==> config.mk <==
export PLATFORM = sky130hd
export DESIGN_NAME = gtg_fifo
export DESIGN_NICKNAME = d
export VERILOG_FILES = /design/src/hdl/gtg_pkg.sv /design/src/hdl/gtg_fifo.sv
export SDC_FILE = /design/constraint.sdc
export NUM_CORES = 1
export LEC_CHECK = 0
export ABC_AREA = 0
export BUFFER_PORTS_ARGS = -buffer_cell sky130_fd_sc_hd__buf_2
export CAP_MARGIN = 20
export CORE_MARGIN = 4
export CORE_UTILIZATION = 25
export DETAILED_ROUTE_END_ITERATION = 7
export PLACE_DENSITY = 0.55
export SLEW_MARGIN = 5
export SYNTH_ARGS = -nofsm -noshare
export SYNTH_HDL_FRONTEND = slang
export SYNTH_SLANG_ARGS = --single-unit
==> constraint.sdc <==
create_clock -name clk -period 5.8 [get_ports clk]
set_input_delay 0.29 -clock clk [delete_from_list [all_inputs] [get_ports clk]]
set_output_delay 0.29 -clock clk [all_outputs]
set_load 0.01 [all_outputs]
==> src/hdl/gtg_pkg.sv <==
// Shared types, constants and the arctangent table of the go-to-goal controller.
`default_nettype none
package gtg_pkg;

  // Item kinds carried on the input tuser
  localparam logic [1:0] ACT_GOAL = 2'd0;
  localparam logic [1:0] ACT_ODOM = 2'd1;
  localparam logic [1:0] ACT_TICK = 2'd2;

  // Configuration register indexes
  localparam logic [1:0] REG_SPEED_GAIN = 2'd0;
  localparam logic [1:0] REG_TURN_GAIN  = 2'd1;
  localparam logic [1:0] REG_NOM_SPEED  = 2'd2;

  // Rotator settings
  localparam int CordicSteps = 16;
  localparam int TableLen    = 24;
  localparam int NumSteps    = (CordicSteps < TableLen) ? CordicSteps : TableLen;
  localparam int StepW       = 5;

  localparam int XW = 36;   // rotator x/y width
  localparam int ZW = 34;   // angle accumulator width, Q30

  localparam logic signed [ZW-1:0] HALF_PI_Q30 = 34'sd1686629713;
  localparam logic [23:0]          INV_K_Q24   = 24'd10188014;
  localparam logic signed [17:0]   PI_Q13      = 18'sd25736;
  localparam logic signed [17:0]   TWO_PI_Q13  = 18'sd51472;

  // One tick command handed from the front to the back
  typedef struct packed {
    logic               fresh;
    logic signed [32:0] dx;
    logic signed [32:0] dy;
    logic signed [15:0] yaw;
  } job_t;

  // Arctangent of 2^-i, Q30
  function automatic logic signed [ZW-1:0] atan_q30(input logic [StepW-1:0] i);
    logic [31:0] v;
    case (i)
      5'd0:  v = 32'h3243F6A8;
      5'd1:  v = 32'h1DAC6705;
      5'd2:  v = 32'h0FADBAFC;
      5'd3:  v = 32'h07F56EA6;
      5'd4:  v = 32'h03FEAB76;
      5'd5:  v = 32'h01FFD55B;
      5'd6:  v = 32'h00FFFAAA;
      5'd7:  v = 32'h007FFF55;
      5'd8:  v = 32'h003FFFEA;
      5'd9:  v = 32'h001FFFFD;
      5'd10: v = 32'h000FFFFF;
      5'd11: v = 32'h0007FFFF;
      5'd12: v = 32'h0003FFFF;
      5'd13: v = 32'h0001FFFF;
      5'd14: v = 32'h0000FFFF;
      5'd15: v = 32'h00007FFF;
      5'd16: v = 32'h00003FFF;
      5'd17: v = 32'h00001FFF;
      5'd18: v = 32'h00000FFF;
      5'd19: v = 32'h000007FF;
      5'd20: v = 32'h000003FF;
      5'd21: v = 32'h000001FF;
      5'd22: v = 32'h000000FF;
      5'd23: v = 32'h0000007F;
      default: v = 32'h0;
    endcase
    return $signed({2'b00, v});
  endfunction

endpackage
`default_nettype wire

==> src/hdl/gtg_fifo.sv <==
// Two-entry queue of tick commands between the front and the back.
`default_nettype none
module gtg_fifo (
  input  wire               clk,
  input  wire               rst_n,
  input  wire               push,
  input  gtg_pkg::job_t     push_data,
  output logic              full,
  input  wire               pop,
  output logic              empty,
  output gtg_pkg::job_t     pop_data
);
  import gtg_pkg::*;

  job_t       mem_r [2];
  logic       wr_ptr_r, rd_ptr_r;
  logic [1:0] cnt_r;

  assign full     = (cnt_r == 2'd2);
  assign empty    = (cnt_r == 2'd0);
  assign pop_data = mem_r[rd_ptr_r];

  // Store entries
  always_ff @(posedge clk) begin
    if (push) begin
      mem_r[wr_ptr_r] <= push_data;
    end
  end

  // Advance pointers and count
  always_ff @(posedge clk) begin
    if (!rst_n) begin
      wr_ptr_r <= 1'b0;
      rd_ptr_r <= 1'b0;
      cnt_r    <= 2'd0;
    end else begin
      if (push) wr_ptr_r <= ~wr_ptr_r;
      if (pop)  rd_ptr_r <= ~rd_ptr_r;
      cnt_r <= cnt_r + {1'b0, push} - {1'b0, pop};
    end
  end
endmodule
`default_nettype wire

==> out/results.ini <==
[placed_design]
dpl_cell_area_um2 = 7730
io_buffer_count = 171
routabilityCongestion = 0.693
dpl.hpwl_mm = 8.50

[logic_synthesis]
yosysUniqueCellTypes = 14
synth_fp_nets = 368
syn_area_per_cell_um2 = 23.3
yosysSeqAreaShare = 0.782
synth_warnings = 0
syn_inst = 279
synth_seq_cells = 171
syn_area_um2 = 6500

[die]
io-pin-count = 172
die_h_um = 169
core_um2 = 25400
initial_core_util = 0.256
die_area_um2 = 28700
die_w_um = 169
rows = 58

[finish]
syn_to_final_growth_pct = 28.1
antenna_cells = 0
drive_above_1_share = 0.605
layout.nets = 552
design_area_um2 = 8330
regArea_um2 = 5090
nFillCells = 2458
multi_input_area_um2 = 1330

[critical_path]
arrival_ns = 2.61
path_max_fanout = 47
critical_path_class = flip-flop to output port
crit_required_ns = 5.51
end_kind = output port
regToRegStartpoint = wr_ptr_r$_SDFFE_PN0P_
startpoint_type = flip-flop

[route]
final_antenna_net_count = 0
vias = 3156
viasPerCell = 3.92
drc = 0
first_iter_violations = 128
dr.pass1.iters = 4
wl_mm = 12.7
wire_per_inst_um = 15.8

[global_route]
grt_max_degree = 69
grt_pass1_wl_mm = 19.6
grt_usage = 0.0891
antenna_found_initial = 1
grt_pass1_vias = 3606
overflow = 0

[clock_tree]
post_cts_resized = 0
cts_buffers = 17
htreeDepth = 4
clock_latency_ns = 0.41
cts_setup_buffers = 0
cts_num_sinks = 171
cts_root_buf = clkbuf_16
clock_path_buffers = 2
cts.reportedPaths.clkPinSlew_ns = 0.07
cts_tree = done
cts_hold_buf = 0

[timing]
fin_crit_sh = 0.499
fmax_mhz = 345
setup_viol = 0
relSlewSlack = 0.342
finalSetupTns_ns = 0
tightest_slew_ns = 0.988
hold_viol = 0
rsz0062_at_grt = no
finClkSkew_ns = 0.00787
drv_slew = 0
period_needed_ns = 2.90

[flow_run]
max_cap_viol_count = 0

[min_path]
min_from = push_data[7]
hold_class = input port to flip-flop

[run_status]
status = finished clean

[pwr]
ir_drop_mv = 0.137
leakagePower_nw = 3.22
powerDensity_nw_per_um2 = 351

==> final timing paths <==
path | to | slack [ns] | depth (start not counted)
max | pop_data[9] | 2.90 | 3
min | mem_r[1][7]$_DFFE_PP_ | 0.07 | 1
max reg2reg | mem_r[0][61]$_DFFE_PP_ | 3.69 | 2
min reg2reg | flip-flop | 0.57 | 2
==> cell type report <==
class | instances | share of cell area
inverters | 2 | 0.000901
clock buffers | 19 | 0.0520
clock inverters | 13 | 0.0198
repair buffers | 174 | 0.108
flip-flops and latches | 171 | 0.611
multi-input cells | 97 | 0.159
well taps | 330 | 0.0496
==> synthesized netlist by cell type <==
cell type / number / area share
dfxtp_1: 5 / 0.015
mux2_4: 70 / 0.16
ha_1: 2 / 0.0038
buf_6: 8 / 0.014
edfxtp_1: 166 / 0.77
nor2_1: 1 / 0.00058
inv_1: 2 / 0.0012
buf_2: 1 / 0.00077
xor2_1: 1 / 0.0013
o21a_1: 1 / 0.0012
and2_1: 4 / 0.0038
mux2_2: 13 / 0.023
nor2b_1: 4 / 0.0038
xnor3_1: 1 / 0.0035
==> power by group <==
group / switching, mW / internal (mW)
Clock: 0.471 / 0.682
Combinational: 0.145 / 0.167
Sequential: 0.0297 / 1.43
Total: 0.646 / 2.28
==> through the flow <==
step | power, mW | cells | util | worst slack, ns | hold slack, ns
after CTS | 2.98 | 806 | 0.328 | 2.81 | 0.0371
after detailed placement | 1.81 | 774 | 0.304 | 3.27 | 0.483
after global routing | 3.05 | 806 | 0.328 | 2.72 | 0.0361
after floorplan | 1.68 | 279 | - | 1.26 | 0.389
final | 2.92 | 806 | 0.328 | 2.90 | 0.0653
after global placement | 1.80 | 773 | 0.303 | 3.33 | 0.477
==> cells in the final DEF, fill, tap and decap left out, types with 3 or more instances in the layout <==
master     instances
and2_1             3
buf_2            171
bufinv_16          3
clkbuf_16         17
clkinv_4           3
dfxtp_1            4
edfxtp_1         166
inv_6              3
mux2_2            13
mux2_4            70
nor2b_1            3
==> critical path, cell delays in order (launching register included) <==
cell	delay, ns
dfxtp_4	0.79
buf_4	0.77
mux2_2	0.42
buf_2	0.14
==> registers in the layout, indices dropped and copies added, names as in the netlist, named ones only <==
signal / flops
mem_r: 166
cnt_r: 2
rd_ptr_r: 1
wr_ptr_r: 1
==> cell families (layout without fill, tap and decap cells) <==
family                     count (synthesis)  in the layout  share of synthesized area
AOI/OAI and AO/OA                          1              1                    0.00115
xor gates and xnor gates                   2              2                    0.00481
adders and majority gates                  2              2                    0.00385
buffers and inverters                     11            208                     0.0158
DFF                                      171            171                      0.782
muxes                                     83             83                      0.184
and+or+nand+nor                            9              9                    0.00827
==> per-layer routing <==
metal / vias up / wire (µm) / global-route usage
met2: 105 / 6480 / 0.156
met3: 14 / 883 / 0.0352
li1: 1467 / - / -
met1: 1568 / 5200 / 0.0991
met5: - / 20 / 0
met4: 2 / 155 / 0.0301
(Power assumes the default switching activity.)
