## src/hdl/gtg_pkg.sv

```systemverilog
// Shared types, constants and the arctangent table of the go-to-goal controller.
`default_nettype none
package gtg_pkg;

  // Item kinds carried on the input tuser
  localparam logic [1:0] ACT_GOAL = 2'd0;
  localparam logic [1:0] ACT_ODOM = 2'd1;
  localparam logic [1:0] ACT_TICK = 2'd2;

  // Configuration register indexes
  localparam logic [1:0] REG_SPEED_GAIN = 2'd0;
  localparam logic [1:0] REG_TURN_GAIN  = 2'd1;
  localparam logic [1:0] REG_NOM_SPEED  = 2'd2;

  // Rotator settings
  localparam int CordicSteps = 16;
  localparam int TableLen    = 24;
  localparam int NumSteps    = (CordicSteps < TableLen) ? CordicSteps : TableLen;
  localparam int StepW       = 5;

  localparam int XW = 36;   // rotator x/y width
  localparam int ZW = 34;   // angle accumulator width, Q30

  localparam logic signed [ZW-1:0] HALF_PI_Q30 = 34'sd1686629713;
  localparam logic [23:0]          INV_K_Q24   = 24'd10188014;
  localparam logic signed [17:0]   PI_Q13      = 18'sd25736;
  localparam logic signed [17:0]   TWO_PI_Q13  = 18'sd51472;

  // One tick command handed from the front to the back
  typedef struct packed {
    logic               fresh;
    logic signed [32:0] dx;
    logic signed [32:0] dy;
    logic signed [15:0] yaw;
  } job_t;

  // Arctangent of 2^-i, Q30
  function automatic logic signed [ZW-1:0] atan_q30(input logic [StepW-1:0] i);
    logic [31:0] v;
    case (i)
      5'd0:  v = 32'h3243F6A8;
      5'd1:  v = 32'h1DAC6705;
      5'd2:  v = 32'h0FADBAFC;
      5'd3:  v = 32'h07F56EA6;
      5'd4:  v = 32'h03FEAB76;
      5'd5:  v = 32'h01FFD55B;
      5'd6:  v = 32'h00FFFAAA;
      5'd7:  v = 32'h007FFF55;
      5'd8:  v = 32'h003FFFEA;
      5'd9:  v = 32'h001FFFFD;
      5'd10: v = 32'h000FFFFF;
      5'd11: v = 32'h0007FFFF;
      5'd12: v = 32'h0003FFFF;
      5'd13: v = 32'h0001FFFF;
      5'd14: v = 32'h0000FFFF;
      5'd15: v = 32'h00007FFF;
      5'd16: v = 32'h00003FFF;
      5'd17: v = 32'h00001FFF;
      5'd18: v = 32'h00000FFF;
      5'd19: v = 32'h000007FF;
      5'd20: v = 32'h000003FF;
      5'd21: v = 32'h000001FF;
      5'd22: v = 32'h000000FF;
      5'd23: v = 32'h0000007F;
      default: v = 32'h0;
    endcase
    return $signed({2'b00, v});
  endfunction

endpackage
`default_nettype wire

```

## src/hdl/gtg_back.sv

```systemverilog
// Back end: CORDIC vectoring, gain multiplies, clipping and the output register.
`default_nettype none
module gtg_back (
  input  wire                clk,
  input  wire                rst_n,
  input  wire                q_empty,
  input  gtg_pkg::job_t      job,
  output logic               pop,
  input  wire  [15:0]        speed_gain,
  input  wire  [15:0]        turn_gain,
  input  wire  [23:0]        nominal_speed,
  output logic               out_tvalid,
  input  wire                out_tready,
  output logic [47:0]        out_tdata,
  output logic               out_tuser
);
  import gtg_pkg::*;

  typedef enum logic [5:0] {
    S_IDLE = 6'b000001,
    S_ITER = 6'b000010,
    S_MLO  = 6'b000100,
    S_MHI  = 6'b001000,
    S_FIN  = 6'b010000,
    S_OUT  = 6'b100000
  } state_t;

  state_t                state_r, state_nxt;
  logic signed [XW-1:0]  x_r, y_r;
  logic signed [ZW-1:0]  z_r;
  logic [StepW-1:0]      step_r;
  logic                  zero_r, fresh_r;
  logic signed [15:0]    yaw_r;
  logic [41:0]           plo_r;
  logic [34:0]           dist_r;
  logic [43:0]           lin_r;
  logic [23:0]           ang_r;
  logic [23:0]           last_lin_r, last_ang_r;
  logic                  out_valid_r;
  logic [47:0]           out_data_r;
  logic                  out_user_r;

  logic signed [XW-1:0]  xs, ys, dx_e, dy_e;
  logic [59:0]           mag_sum;
  logic signed [16:0]    yaw_des;
  logic signed [17:0]    err;
  logic signed [34:0]    ang_prod;
  logic [51:0]           lin_prod;
  logic [23:0]           lin_clip;
  logic                  slot_free;

  assign dx_e = XW'(job.dx);
  assign dy_e = XW'(job.dy);
  assign xs   = x_r >>> step_r;
  assign ys   = y_r >>> step_r;
  assign slot_free = ~out_valid_r | out_tready;
  assign pop  = (state_r == S_IDLE) && !q_empty;

  // Magnitude scale: split the multiply by 1/K over S_MLO and S_MHI
  assign mag_sum = {(42'(x_r[35:18]) * INV_K_Q24), 18'b0} + {18'b0, plo_r} + 60'd8388608;

  // Heading error wrapped into +-pi, then gains
  always_comb begin
    yaw_des = zero_r ? 17'sd0 : 17'((z_r + 34'sd65536) >>> 17);
    err = 18'(yaw_des) - 18'(yaw_r);
    if (err > PI_Q13)        err = err - TWO_PI_Q13;
    else if (err < -PI_Q13)  err = err + TWO_PI_Q13;
    if (err > PI_Q13)        err = err - TWO_PI_Q13;
    else if (err < -PI_Q13)  err = err + TWO_PI_Q13;
    ang_prod = $signed({1'b0, turn_gain}) * err + 35'sd128;
    lin_prod = dist_r * speed_gain + 52'd128;
    lin_clip = (lin_r > {20'b0, nominal_speed}) ? nominal_speed : lin_r[23:0];
  end

  // Sequence one tick
  always_comb begin
    state_nxt = state_r;
    unique case (state_r)
      S_IDLE: if (!q_empty) state_nxt = job.fresh ? S_ITER : S_OUT;
      S_ITER: if (step_r == StepW'(NumSteps - 1)) state_nxt = S_MLO;
      S_MLO:  state_nxt = S_MHI;
      S_MHI:  state_nxt = S_FIN;
      S_FIN:  state_nxt = S_OUT;
      S_OUT:  if (slot_free) state_nxt = S_IDLE;
      default: state_nxt = S_IDLE;
    endcase
  end

  always_ff @(posedge clk) begin
    if (!rst_n) state_r <= S_IDLE;
    else        state_r <= state_nxt;
  end

  // Datapath registers
  always_ff @(posedge clk) begin
    case (state_r)
      S_IDLE: begin
        fresh_r <= job.fresh;
        yaw_r   <= job.yaw;
        zero_r  <= (job.dx == '0) && (job.dy == '0);
        step_r  <= '0;
        if (job.dx < 0) begin
          if (job.dy >= 0) begin
            x_r <= dy_e; y_r <= -dx_e; z_r <= HALF_PI_Q30;
          end else begin
            x_r <= -dy_e; y_r <= dx_e; z_r <= -HALF_PI_Q30;
          end
        end else begin
          x_r <= dx_e; y_r <= dy_e; z_r <= '0;
        end
      end
      S_ITER: begin
        step_r <= step_r + 1'b1;
        if (y_r >= 0) begin
          x_r <= x_r + ys; y_r <= y_r - xs; z_r <= z_r + atan_q30(step_r);
        end else begin
          x_r <= x_r - ys; y_r <= y_r + xs; z_r <= z_r - atan_q30(step_r);
        end
      end
      S_MLO: plo_r  <= x_r[17:0] * INV_K_Q24;
      S_MHI: dist_r <= mag_sum[58:24];
      S_FIN: begin
        lin_r <= lin_prod[51:8];
        ang_r <= ang_prod[31:8];
      end
      default: ;
    endcase
  end

  // Load the output register and the last command
  always_ff @(posedge clk) begin
    if (!rst_n) begin
      out_valid_r <= 1'b0;
      last_lin_r  <= '0;
      last_ang_r  <= '0;
    end else begin
      if (out_tready) out_valid_r <= 1'b0;
      if (state_r == S_OUT && slot_free) begin
        out_valid_r <= 1'b1;
        if (fresh_r) begin
          last_lin_r <= lin_clip;
          last_ang_r <= ang_r;
        end
      end
    end
  end

  always_ff @(posedge clk) begin
    if (state_r == S_OUT && slot_free) begin
      out_data_r <= fresh_r ? {ang_r, lin_clip} : {last_ang_r, last_lin_r};
      out_user_r <= fresh_r;
    end
  end

  assign out_tvalid = out_valid_r;
  assign out_tdata  = out_data_r;
  assign out_tuser  = out_user_r;
endmodule
`default_nettype wire

```

## config.mk

```make
export PLATFORM = sky130hd
export DESIGN_NAME = gtg_back
export DESIGN_NICKNAME = d
export VERILOG_FILES = /design/src/hdl/gtg_pkg.sv /design/src/hdl/gtg_back.sv
export SDC_FILE = /design/constraint.sdc
export NUM_CORES = 2
export LEC_CHECK = 0
export BUFFER_PORTS_ARGS = -buffer_cell sky130_fd_sc_hd__buf_2
export CORE_MARGIN = 2
export CORE_UTILIZATION = 60
export CTS_CLUSTER_DIAMETER = 60
export CTS_CLUSTER_SIZE = 16
export DETAILED_ROUTE_END_ITERATION = 8
export HOLD_SLACK_MARGIN = 0.15
export PLACE_DENSITY = 0.78
export SETUP_SLACK_MARGIN = 0.5
export SLEW_MARGIN = 20
export SYNTH_ARGS = -nofsm -noshare
export SYNTH_HDL_FRONTEND = slang
export SYNTH_SLANG_ARGS = --single-unit
```

## constraint.sdc

```tcl
create_clock -name clk -period 18.3 [get_ports clk]
set_input_delay 3.66 -clock clk [delete_from_list [all_inputs] [get_ports clk]]
set_output_delay 3.66 -clock clk [all_outputs]
set_load 0.005 [all_outputs]
```

==> results.md <==
* Max-cap viol count at 0
* Total negative slack at 0 ns
* Min Hold Slack at approximately 0.45 ns
* Ports at ~190
* Max Buffers Root-to-Sink at 3
* Min Clock Period, post-route at around 15 ns
* Clock Tree Root: clkbuf_16
* Antenna viol nets, final at 0
* Synthesis-to-finish area growth at 5.052%
* Vias at about 56000
* CP Launch Type: register
* Die width at between 300 and 400 um
* DR WL/cell at about 20 um
* CTS H-tree depth at 2
* Kind of cell adding the most delay to the critical path: compound AO/OA/AOI/OAI gates
* Core ar. at around 0.12 mm2
* Clock tree sinks at between 300 and 400
* CTS Buf Count at between 40 and 50
* CTS tree: yes
* Residual DRC at 0
* Yosys top cell area share at 0.2973
* #FFs+latches synth at 389
* Commonest non-fill, non-tap cells in the layout: inv_1 (1470), fa_1 (1090), nand2_1 (882)
* Netlist cell types at 116
* Fmax at about 66 MHz
* Routability cong. at about 0.98
* RSZ-0062 raised after global routing: false
* Critical Path Max Stage Delay at ~0.80 ns
* Largest net degree at the start of global routing at 95
* Total grt overflow at 0
* # setup viols final at 0
* Max Transition Viols Final at 0
* Post-CTS sizing at 0
* Die Y at roughly 350 um
* Share of layout cells above drive strength 1 at 0.07320
* Synthesized instance count at around 7900
* PortBufs at 193
* First-pass GRT wire length at around 300000 um
* Top cells by area, synth: fa_1 (30%), ha_1 (13%), edfxtp_1 (12%)
* Number of synthesized flops with an enable pin at approximately 300
* Reg clk slew, reported paths at roughly 0.070 ns
* Final period utilization at 0.8283
* DPL Wire Length at about 150000 um
* Syn avg cell area at between 9 and 10 um2
* Outcome: finished clean
* Mapped Nets at slightly below 10000
* CP Max Fanout at 16
* Fin. Hold Viols at 0
* Slowest-stage cell, CP: xnor2_2
* HP Class: reg2reg
* Clk_skew at ~0.046 ns
* Fin cells at ~9600
* Commonest non-fill, non-tap cell in the layout: inv_1
* Via density at between 5 and 6
* Yosys warns at 0
* Worst-skew pair later-pin latency at about 0.65 ns
* Row count at 128
* Antenna violations before repair at 8
* Synth Cell Area at around 0.073 mm2
* All-Layer GR Usage at 0.3057
* Worst slack at placement at ~3.3 ns
* Ys async rst share at 0
* Buffers & Inverters on Critical Path at 5
* Sequential element share of the synthesized area at 0.1476
* Placed Cells at 9495
* Hold-fix buffers, CTS at 0
* Number of DRC markers in iteration 0 at roughly 4500
* Critical path type: reg2reg
* Slew @ Worst Pin at 1.091 ns
* Die Area at around 0.13 mm2
* Critical Path Sink Type: register
* Post-CTS Setup Inserts at 0
* Nets at around 9900
* Max_slew headroom at 0.2725
* Number of global-route vias before repair at about 58000
* Detailed Route WL at ~190000 um
* Cell taking the most area after synthesis: fa_1
* Final WS setup at around 3.1 ns
* WP data required at approximately 19 ns
* First-pass iteration count of the detailed router at 5
* Top FF cell, synth: edfxtp_1
* Starting Density at 0.6037
* CP arrival at roughly 16 ns
## synth_stat cells (all sizes together), types with 11 or more instances
cell type / n
or4: 11
o22ai: 15
o41ai: 17
clkbuf: 234
a21o: 70
nor2b: 61
a21oi: 319
nand3: 92
mux2i: 56
nor2: 375
a21boi: 13
nand2: 885
o21a: 49
buf: 63
fa: 1090
ha: 746
edfxtp: 304
and3: 35
nand4: 34
o31ai: 41
o21bai: 24
mux2: 61
a31oi: 40
mux4: 82
inv: 1476
dfxtp: 85
nor3b: 11
xnor2: 262
a311oi: 11
or2: 32
or3: 55
o211ai: 64
o21ai: 318
a41oi: 12
and2: 373
nor4: 25
a211oi: 47
nor3: 91
xor2: 160
nand2b: 57
## tightest hold or removal path: stages (launching register included)
cell	delay, ns
dfxtp_1	0.31
nand2_1	0.05
a21oi_1	0.05
## final timing paths
path / endpoint / slack [ns] / cells past startpoint / startpoint
setup / recovery: ang_r[23]$_DFFE_PP_ / 3.14 / 53 / z_r[18]$_DFFE_PN_
hold / removal: last_ang_r[23]$_SDFFE_PN0P_ / 0.45 / 2 / last_ang_r[23]$_SDFFE_PN0P_
setup reg to reg: ang_r[23]$_DFFE_PP_ / 3.14 / 53 / z_r[18]$_DFFE_PN_
hold reg to reg: last_ang_r[23]$_SDFFE_PN0P_ / 0.45 / 2 / last_ang_r[23]$_SDFFE_PN0P_
## sequential cells by signal, summed over array words and instances, names as in the netlist, named ones only
name        cells
state_r         6
out_tuser       1
z_r            34
dist_r         35
y_r            36
fresh_r         1
yaw_r          16
step_r          5
plo_r          23
out_tdata      48
lin_r          44
zero_r          1
out_tvalid      1
ang_r          24
last_ang_r     24
last_lin_r     24
x_r            36
## cell type report
type / count / area [um2]
Antenna cell: 6 / 15.01
Clock buffer: 53 / 1217
Clock inverter: 28 / 324.1
Fill cell: 9947 / 44460
Inverter: 1478 / 5552
Multi-Input combinational cell: 5761 / 55790
Sequential cell: 389 / 10830
Tap cell: 1625 / 2033
Timing Repair Buffer: 242 / 1336
## per-layer routing
| metal | track usage | vias to the layer above | share of wire |
|---|---|---|---|
| li1 | - | 25610 | - |
| met1 | 0.3979 | 27720 | 0.40 |
| met2 | 0.5175 | 2193 | 0.48 |
| met3 | 0.04562 | 481 | 0.073 |
| met4 | 0.1150 | 2 | 0.041 |
| met5 | 0 | - | 0.000063 |
## metrics by stage
step	area [um2]	util
5_1_grt	77090	0.6342
3_5_place_dp	75530	0.6214
6_report	77100	0.6342
2_1_floorplan	73390	-
3_3_place_gp	75530	0.6214
4_1_cts	77080	0.6341
## cell families after synthesis
kind of cell               count (synthesis)  share of synthesized area
and+or+nand+nor                         2167                     0.1412
AOI/OAI and AO/OA                       1136                    0.09911
buffers and inverters                   1775                    0.09266
muxes                                    199                    0.04249
DFF                                      389                     0.1476
xor gates and xnor gates                 423                    0.05246
adders and majority gates               1836                     0.4245
Power is not shown: default switching activity piles up to over one toggle a cycle in this logic, so the estimate is an artifact.
