<file path="src/hdl/gtg_pkg.sv">
// Shared types, constants and the arctangent table of the go-to-goal controller.
`default_nettype none
package gtg_pkg;

  // Item kinds carried on the input tuser
  localparam logic [1:0] ACT_GOAL = 2'd0;
  localparam logic [1:0] ACT_ODOM = 2'd1;
  localparam logic [1:0] ACT_TICK = 2'd2;

  // Configuration register indexes
  localparam logic [1:0] REG_SPEED_GAIN = 2'd0;
  localparam logic [1:0] REG_TURN_GAIN  = 2'd1;
  localparam logic [1:0] REG_NOM_SPEED  = 2'd2;

  // Rotator settings
  localparam int CordicSteps = 16;
  localparam int TableLen    = 24;
  localparam int NumSteps    = (CordicSteps < TableLen) ? CordicSteps : TableLen;
  localparam int StepW       = 5;

  localparam int XW = 36;   // rotator x/y width
  localparam int ZW = 34;   // angle accumulator width, Q30

  localparam logic signed [ZW-1:0] HALF_PI_Q30 = 34'sd1686629713;
  localparam logic [23:0]          INV_K_Q24   = 24'd10188014;
  localparam logic signed [17:0]   PI_Q13      = 18'sd25736;
  localparam logic signed [17:0]   TWO_PI_Q13  = 18'sd51472;

  // One tick command handed from the front to the back
  typedef struct packed {
    logic               fresh;
    logic signed [32:0] dx;
    logic signed [32:0] dy;
    logic signed [15:0] yaw;
  } job_t;

  // Arctangent of 2^-i, Q30
  function automatic logic signed [ZW-1:0] atan_q30(input logic [StepW-1:0] i);
    logic [31:0] v;
    case (i)
      5'd0:  v = 32'h3243F6A8;
      5'd1:  v = 32'h1DAC6705;
      5'd2:  v = 32'h0FADBAFC;
      5'd3:  v = 32'h07F56EA6;
      5'd4:  v = 32'h03FEAB76;
      5'd5:  v = 32'h01FFD55B;
      5'd6:  v = 32'h00FFFAAA;
      5'd7:  v = 32'h007FFF55;
      5'd8:  v = 32'h003FFFEA;
      5'd9:  v = 32'h001FFFFD;
      5'd10: v = 32'h000FFFFF;
      5'd11: v = 32'h0007FFFF;
      5'd12: v = 32'h0003FFFF;
      5'd13: v = 32'h0001FFFF;
      5'd14: v = 32'h0000FFFF;
      5'd15: v = 32'h00007FFF;
      5'd16: v = 32'h00003FFF;
      5'd17: v = 32'h00001FFF;
      5'd18: v = 32'h00000FFF;
      5'd19: v = 32'h000007FF;
      5'd20: v = 32'h000003FF;
      5'd21: v = 32'h000001FF;
      5'd22: v = 32'h000000FF;
      5'd23: v = 32'h0000007F;
      default: v = 32'h0;
    endcase
    return $signed({2'b00, v});
  endfunction

endpackage
`default_nettype wire

</file>
<file path="src/hdl/gtg_front.sv">
// Front end: accepts items, keeps goal and pose, queues tick commands.
`default_nettype none
module gtg_front (
  input  wire                clk,
  input  wire                rst_n,
  input  wire                in_tvalid,
  output logic               in_tready,
  input  wire  [79:0]        in_tdata,
  input  wire  [1:0]         in_tuser,
  output logic               push,
  output gtg_pkg::job_t      push_data,
  input  wire                q_full
);
  import gtg_pkg::*;

  logic signed [31:0] goal_x_r, goal_y_r, rob_x_r, rob_y_r;
  logic signed [15:0] rob_yaw_r;
  logic               goal_seen_r, odom_seen_r;
  logic               acc;
  logic signed [31:0] cx, cy;

  assign in_tready = ~q_full;
  assign acc       = in_tvalid & in_tready;
  assign cx        = $signed(in_tdata[31:0]);
  assign cy        = $signed(in_tdata[63:32]);

  // Queue a tick with the differences taken now
  assign push           = acc && (in_tuser == ACT_TICK);
  assign push_data.fresh = goal_seen_r & odom_seen_r;
  assign push_data.dx    = {goal_x_r[31], goal_x_r} - {rob_x_r[31], rob_x_r};
  assign push_data.dy    = {goal_y_r[31], goal_y_r} - {rob_y_r[31], rob_y_r};
  assign push_data.yaw   = rob_yaw_r;

  // Hold pose, and the goal once odometry has been seen
  always_ff @(posedge clk) begin
    if (!rst_n) begin
      goal_x_r    <= '0;
      goal_y_r    <= '0;
      rob_x_r     <= '0;
      rob_y_r     <= '0;
      rob_yaw_r   <= '0;
      goal_seen_r <= 1'b0;
      odom_seen_r <= 1'b0;
    end else if (acc) begin
      if (in_tuser == ACT_GOAL && odom_seen_r) begin
        goal_x_r    <= cx;
        goal_y_r    <= cy;
        goal_seen_r <= 1'b1;
      end
      if (in_tuser == ACT_ODOM) begin
        rob_x_r     <= cx;
        rob_y_r     <= cy;
        rob_yaw_r   <= $signed(in_tdata[79:64]);
        odom_seen_r <= 1'b1;
      end
    end
  end
endmodule
`default_nettype wire

</file>
<file path="config.mk">
export PLATFORM = sky130hd
export DESIGN_NAME = gtg_front
export DESIGN_NICKNAME = d
export VERILOG_FILES = /design/src/hdl/gtg_pkg.sv /design/src/hdl/gtg_front.sv
export SDC_FILE = /design/constraint.sdc
export NUM_CORES = 1
export LEC_CHECK = 0
export BUFFER_PORTS_ARGS = -buffer_cell sky130_fd_sc_hd__buf_2
export CORE_UTILIZATION = 35
export DETAILED_ROUTE_END_ITERATION = 10
export SKIP_LAST_GASP = 1
export SLEW_MARGIN = 20
export SYNTH_ARGS = -nofsm -noshare
export SYNTH_HDL_FRONTEND = slang
export SYNTH_SLANG_ARGS = --single-unit
export TNS_END_PERCENT = 1
</file>
<file path="constraint.sdc">
create_clock -name clk -period 3.31 [get_ports clk]
set_input_delay 0.993 -clock clk [delete_from_list [all_inputs] [get_ports clk]]
set_output_delay 0.993 -clock clk [all_outputs]
set_load 0.1 [all_outputs]
</file>
==> results of run 1 <==
-- state kept, by name, indices dropped and copies added, names as in the netlist --
register and flops:
goal_seen_r 1, goal_y_r 32, rob_y_r 32, rob_yaw_r 16, odom_seen_r 1, goal_x_r 32
rob_x_r 32
-- through the flow --
| stage | util (%) | worst slack [ns] |
|---|---|---|
| 4_1_cts | 50.6 | -0.820 |
| 5_1_grt | 50.7 | -0.975 |
| 3_3_place_gp | 47.8 | -0.463 |
| 3_5_place_dp | 47.8 | -0.515 |
| 2_1_floorplan | - | -0.873 |
| 6_report | 50.8 | -0.747 |
-- logic make-up (layout without fill, tap and decap cells) --
logic type | count (synthesis) | after routing | synth area share, %
other cells | 0 | 6 | 0
compound gates | 340 | 340 | 26.4
xor+xnor | 53 | 53 | 5.14
buf+inv | 146 | 412 | 6.10
fa+ha+maj | 66 | 66 | 9.31
mux | 1 | 1 | 0.111
flops | 146 | 146 | 32.4
simple gates | 450 | 450 | 20.6
-- final timing paths --
| check | start | endpoint | cells past startpoint |
|---|---|---|---|
| max | rob_y_r[2] | push_data[48] | 11 |
| min | goal_seen_r | goal_seen_r | 1 |
| max reg2reg | odom_seen_r | goal_x_r[28] | 4 |
| min reg2reg | goal_seen_r | goal_seen_r | 1 |
-- power by group through the flow --
stage	sequential [mW]	clock (mW)	combinational (mW)
finish	1.79	2.09	3.06
global route	1.79	2.22	3.18
CTS	1.79	2.15	3.07
detailed placement	1.83	0	3.05
global placement	1.83	0	3.04
floorplan	1.86	0	1.90
-- area by class of cell --
type / count / area (µm²)
repair buffers: 292 / 2600
flip-flops and latches: 146 / 2930
well taps: 330 / 413
clock inverters: 13 / 183
inverters: 88 / 330
clock buffers: 19 / 453
fillers: 2481 / 12400
multi-input cells: 910 / 5910
diodes: 6 / 15.0
-- layout by cell type, fill, tap and decap left out, drive strengths merged, types with 19 or more instances in the layout --
cell type  instances
xnor2             37
nand2            336
nor2              46
o21ai             34
buf              292
clkbuf            19
dfxtp            146
ha                64
a21oi             64
a21boi           148
a21o              28
inv               89
-- layer usage --
layer,share of wire [%],track usage (%),vias to the layer above,wire length [µm]
li1,-,-,4524,-
met3,4.9,5.09,32,1190
met1,47,23.5,3952,11400
met2,47,32.3,153,11500
met5,0.19,0,-,46
met4,1.5,6.24,8,362
-- what timing repair did --
item                                    CTS  global route
pin swaps                                 8             3
buffers inserted                          2             0
endpoints found under the setup margin   58            58
gates resized for setup                  12             3
==> summary.txt, run 1 <==
Drt
  • Routed Wire Length: 24.4 mm
  • Number of vias in the routed layout: 8669
  • Routed wirelength normalized by instance count: 13.5 µm
  • Antenna-violating nets left: 0
  • Vias per cell: 4.81
  • DRC violation total after the first TritonRoute iteration: 423
  • Post-route DRC: 0
  • DRT Pass-1 Iters: 4

Critical path
  • Arrival time reported for the critical path endpoint: 3.06 ns
  • Sum of buffers and inverters on the critical path: 2
  • Endpoint kind of the worst setup timing path: output pin
  • Crit path max-delay cell type: sky130_fd_sc_hd__o31ai_2
  • Minimum setup slack among reg-to-reg paths: about 1.8 ns
  • Worst Path Required: approximately 2.3 ns
  • Sequence of cells on the critical path: inv_1 > ha_1 > nor2b_2 > o31ai_2 > a31oi_1 > a21o_1 > o31ai_2 > a21o_1 > nand2_1 > a41oi_2 > buf_12
  • Delay of the slowest critical-path stage: 0.35 ns
  • Cell family with the largest share of critical-path delay: compound AO/OA/AOI/OAI gates
  • Type of element launching the critical path: flip-flop
  • Highest net fanout along the worst path: 4
  • Setup CP Type: flip-flop to output pin

Timing
  • Number of max-slew violations in the final report: 0
  • Crit path time final: roughly 4.1 ns
  • Number of setup violations in the final report: 56
  • Worst-margin pin slew: approximately 0.64 ns
  • RSZ-0062 raised after global routing: yes
  • Number of endpoints with negative hold slack in the final report: 0
  • Slew Limit Headroom: 57.1%
  • Post-route fraction of the period consumed by the critical path: 123%
  • Highest clock rate: 0.247 GHz
  • Post-Route Hold Slack: 0.457 ns
  • Worst clock skew: 0.00816 ns
  • Sum Neg Setup Slack: -26.23 ns
  • Final worst-path setup slack: -0.747 ns

CTS
  • Maximum root-to-sink buffer count: 2
  • Sinks on the clock net: 146
  • Number of hold buffers added after CTS: 0
  • Cell chosen for the clock root: sky130_fd_sc_hd__clkbuf_16
  • TritonCTS buffer count: 17
  • Worst-skew pair later-pin latency: roughly 0.43 ns
  • Maximum level of the CTS H-tree: 4
  • TritonCTS clock tree: yes
  • Register clock-pin slew on the reported worst setup and hold paths: 0.06 ns

Finish
  • Fraction of layout cells with a size suffix above 1: 26.6%
  • NumNets Final: ~1600
  • Cell Count, Final, Fillers Out: around 1800
  • Total non-filler cell area in the finished layout: 12800 µm²
  • Post-synthesis to final-layout area growth: 42.1%

Floorplan
  • Top-Level Pins: 171
  • Floorplan die width: 163 µm
  • Core Area: 25300 µm²
  • Die area: 26400 µm²
  • Height of the die: ~160 µm
  • Num rows: 58
  • Initial core utilization: between 30% and 40%

Synth
  • Yosys warning total: 0
  • Most frequently used flop master after synthesis: sky130_fd_sc_hd__dfxtp_1
  • Number of flops mapped to enable cells by yosys: 0
  • Synth Instances: 1202
  • Synthesized area: 9030 µm²
  • Yosys cell types: 57
  • Sequential fraction of the synthesis area: 32.4%
  • Syn_area_per_cell: 7.51 µm²
  • Top cells by instance count after synthesis: sky130_fd_sc_hd__nand2_1, sky130_fd_sc_hd__a21boi_0, sky130_fd_sc_hd__dfxtp_1, sky130_fd_sc_hd__inv_1, sky130_fd_sc_hd__ha_1
  • Leading cell type by number of instances after synthesis: sky130_fd_sc_hd__nand2_1
  • Cell types with the largest area share after synthesis: sky130_fd_sc_hd__dfxtp_1, sky130_fd_sc_hd__nand2_1, sky130_fd_sc_hd__a21boi_0, sky130_fd_sc_hd__ha_1, sky130_fd_sc_hd__inv_1
  • Syn Nets: 1354
  • Register bit total from synthesis: 146
  • Share of synthesized flip-flops with an asynchronous set or reset: 0%
  • Area share of the leading cell type in the synthesized netlist: 32.4%
  • Leading area contributor after synthesis: sky130_fd_sc_hd__dfxtp_1

Outcome
  • Violated checks: negative setup slack
  • Run status: finished with violations

Pwr
  • Switching portion of total power: 39.8%
  • Total power: 6.95 mW
  • Int Power: between 4 and 5 mW
  • Fraction of power consumed by combinational cells: 44.1%
  • Share of total power in the clock network: 30.1%
  • Switching pwr: 2.77 mW
  • Standby leakage power: 5.60 nW
  • Largest voltage drop on the vdd net: 0.516 mV
  • Power density normalized to cell area: 541 nW/µm²
  • Share of power burned in registers: between 20% and 30%

Place
  • Cell area reported after detailed placement: 12100 µm²
  • Port buffer count: 170
  • Gpl congestion: 0.847
  • Post-DP HPWL: 18.0 mm
  • Cell total after placement: 1764

Global routing
  • First-pass GRT wire length: approximately 40 mm
  • Vias in the first global route: 8304
  • Remaining global-route overflow: 0
  • Total routing usage reported by global routing: 19.1%
  • Antenna violations before repair: 9
  • Maximum number of pins on one net before global-route repair: 71

Min path
  • Class of the most critical hold timing path: flip-flop to flip-flop

Flow run
  • Max Cap Violations: 0
(Power assumes the default switching activity.)
==> inputs of run 2 (changes only) <==
- CORE_UTILIZATION: 35 -> 45
- PLACE_DENSITY: unset -> 0.7
==> run 2 against run 1 <==
Against the previous run: the run still ends with negative setup slack left; count of clock-buffer cells in the layout up 1; register-to-register slack lost 0.07 ns; sequential power barely moved; wire length down 1.1%; highest routed layer unchanged; core utilization rose by 14 points; design area down 1.6%; maximum frequency is 0.47% lower; worst setup slack got worse by 0.019 ns; total power decreased by 4.0%; clock skew decreased by 0.0021 ns; critical endpoint is now push_data[77]; global-route usage is 5.0 points higher; critical path type unchanged; die area is 22% lower.
==> summary.txt, run 2 (same netlist as run 1, synthesis figures left out) <==
Outcome
  • Run status: finished with violations
  • Violated checks: negative setup slack

CTS
  • Maximum root-to-sink buffer count: 2 (unchanged)
  • TritonCTS buffer count: 17 (unchanged)
  • Worst-skew pair later-pin latency: 0.42 ns (about the same)
  • TritonCTS clock tree: yes
  • Cell chosen for the clock root: sky130_fd_sc_hd__clkbuf_16
  • Maximum level of the CTS H-tree: 4 (unchanged)
  • Register clock-pin slew on the reported worst setup and hold paths: 0.06 ns (about the same)
  • Sinks on the clock net: 146 (unchanged)

Floorplan
  • Initial core utilization: 46.1% (+10 points)
  • Die area: 20600 µm² (-22%)
  • Num rows: 51 (-12%)
  • Height of the die: 144 µm (-12%)
  • Core Area: 19600 µm² (-22%)
  • Top-Level Pins: 171 (unchanged)
  • Floorplan die width: 144 µm (-12%)

Drt
  • DRT Pass-1 Iters: 5 (+1)
  • Antenna-violating nets left: 0 (unchanged)
  • Post-route DRC: 0 (unchanged)
  • Number of vias in the routed layout: 8853 (+2.1%)
  • Routed wirelength normalized by instance count: 13.9 µm (+3.0%)
  • DRC violation total after the first TritonRoute iteration: 321 (-24%)
  • Vias per cell: 5.11 (+6.4%)
  • Routed Wire Length: 24.2 mm (-1.1%)

Finish
  • Most common cell after layout, fill and taps aside: sky130_fd_sc_hd__nand2_1
  • Area used by multi-input combinational logic: 5920 µm² (+0.23%)
  • NumNets Final: 1603 (-0.25%)
  • Fraction of layout cells with a size suffix above 1: 26.7% (+0.041 points)
  • Post-synthesis to final-layout area growth: 39.8%
  • Fillers: 1729 (-30%)
  • Flip-flop and latch area: 2930 µm² (about the same)
  • Most used cells in the layout excluding fill and tap cells: sky130_fd_sc_hd__nand2_1, sky130_fd_sc_hd__a21boi_0, sky130_fd_sc_hd__dfxtp_1

Timing
  • Post-Route Hold Slack: 0.459 ns (+0.00202 ns)
  • Number of endpoints with negative hold slack in the final report: 0 (unchanged)
  • Highest clock rate: 0.245 GHz (-0.47%)
  • Crit path time final: 4.08 ns (+0.0190 ns)
  • Number of setup violations in the final report: 55 (-1.8%)
  • RSZ-0062 raised after global routing: yes
  • Worst clock skew: 0.00606 ns (-0.00210 ns)
  • Final worst-path setup slack: -0.766 ns (-0.0190 ns)
  • Post-route fraction of the period consumed by the critical path: 123% (+0.58 points)
  • Number of max-slew violations in the final report: 0 (unchanged)
  • Slew Limit Headroom: 58.4% (+1.3 points)
  • Worst-margin pin slew: 0.624 ns (-0.0197 ns)

Critical path
  • Setup CP Type: flip-flop to output pin
  • Most common cell type on the critical path: sky130_fd_sc_hd__a21oi_2
  • Delay of the slowest critical-path stage: 0.36 ns (about the same)
  • Worst flop-to-flop path endpoint: goal_y_r[19]
  • Crit path max-delay cell type: sky130_fd_sc_hd__fa_2
  • Sequence of cells on the critical path: inv_2 > ha_4 > fa_2 > nor2b_2 > o211ai_1 > a21oi_2 > o22ai_2 > a21oi_2 > nor2_4 > o41ai_2 > buf_4 > xor2_4 > buf_12
  • Arrival time reported for the critical path endpoint: 3.08 ns (+0.02 ns)
  • Length in cells of the worst reg-to-reg path: 4 (unchanged)
  • Worst Path Required: 2.32 ns (about the same)
  • Endpoint kind of the worst setup timing path: output pin
  • Cell family with the largest share of critical-path delay: compound AO/OA/AOI/OAI gates
  • Highest net fanout along the worst path: 2 (-2)
  • Sum of buffers and inverters on the critical path: 3 (+1)
  • Reg-to-reg critical path startpoint: odom_seen_r
  • Type of element launching the critical path: flip-flop
  • Minimum setup slack among reg-to-reg paths: 1.76 ns (-0.07 ns)

Place
  • Port buffer count: 170 (unchanged)
  • Gpl congestion: 0.864 (+2.0%)
  • Post-DP HPWL: 17.4 mm (-3.1%)

Global routing
  • First-pass GRT wire length: 39.5 mm (-2.2%)
  • Maximum number of pins on one net before global-route repair: 76 (+7.0%)
  • Total routing usage reported by global routing: 24.1% (+5.0 points)
  • Remaining global-route overflow: 0 (unchanged)
  • Antenna violations before repair: 6 (-3)
  • Vias in the first global route: 8597 (+3.5%)

Pwr
  • Largest voltage drop on the vdd net: 0.456 mV (-12%)
  • Total power: 6.67 mW (-4.0%)
  • Standby leakage power: 5.55 nW (-0.89%)
  • Power density normalized to cell area: 528 nW/µm² (-2.4%)

Min path
  • Worst hold path startpoint: rob_y_r[23]
  • Class of the most critical hold timing path: flip-flop to flip-flop
  • Hold endpoint: rob_y_r[23]
  • Worst hold path depth: 2 (+1)

Flow run
  • Max Cap Violations: 0 (unchanged)
[run 2: changes by cell type in the layout (fill, tap and decap cells not counted), sizes merged]
cell	change
clkinvlp	-1
clkinv	+2
clkbuf	+1
inv	-1
diode	-1
buf	-4
bufinv	-3
[run 2: power breakdown]
group / internal (mW) / leakage, nW / switching [mW]
Clock: 1.08 / 0.269 / 0.742
Sequential: 1.78 / 1.18 / 0.0116
Combinational: 1.10 / 4.10 / 1.96
[run 2: how the worst max path moves through the flow]
| stage | startpoint | end | cells after the start |
|---|---|---|---|
| after floorplan | rob_x_r[12] | push_data[78] | 11 |
| after global placement | goal_x_r[0] | push_data[77] | 13 |
| after detailed placement | goal_x_r[0] | push_data[77] | 13 |
| after CTS | goal_x_r[0] | push_data[77] | 13 |
| after global routing | goal_x_r[0] | push_data[77] | 13 |
| final | goal_x_r[0] | push_data[77] | 13 |
[run 2: tightest hold or removal path, stage by stage (launching register included)]
cell and delay (ns):
sky130_fd_sc_hd__dfxtp_1 0.31, sky130_fd_sc_hd__nand2_1 0.04, sky130_fd_sc_hd__a21boi_0 0.06
[run 2: repair_timing]
item / in CTS / in global routing
pin swaps: 11 / 4
endpoints found under the hold margin: 0 / 0
hold buffers: 0 / 0
gates resized for setup: 21 / 1
setup buffers: 8 / 0
setup endpoints to repair: 57 / 58
[run 2: per-stage QoR]
step | area, µm² | setup slack [ns] | cells | setup TNS (ns) | utilization, %
after floorplan | 9300 | -0.873 | 1202 | -34.44 | -
after global placement | 11900 | -0.450 | 1689 | -5.40 | 60.7
after detailed placement | 11900 | -0.466 | 1689 | -7.15 | 60.7
after CTS | 12600 | -0.732 | 1727 | -27.07 | 64.3
after global routing | 12600 | -0.917 | 1728 | -34.82 | 64.4
final | 12600 | -0.766 | 1732 | -25.85 | 64.4
[run 2: layout make-up]
class                   count  share of cell area [%]
clock inverters            10                   0.684
flip-flops and latches    146                    23.2
diodes                      5                  0.0991
clock buffers              20                    3.70
well taps                 265                    2.63
repair buffers            288                    20.2
inverters                  88                    2.62
multi-input cells         910                    46.9
[run 2: layer usage]
metal	routed length [µm]	vias to the layer above	GRT usage [%]	share of wire (%)
met4	565	4	9.13	2.3
met1	10600	4106	27.6	44
met2	11800	179	43.0	49
met3	1130	40	5.86	4.7
met5	27	-	0	0.11
li1	-	4524	-	-
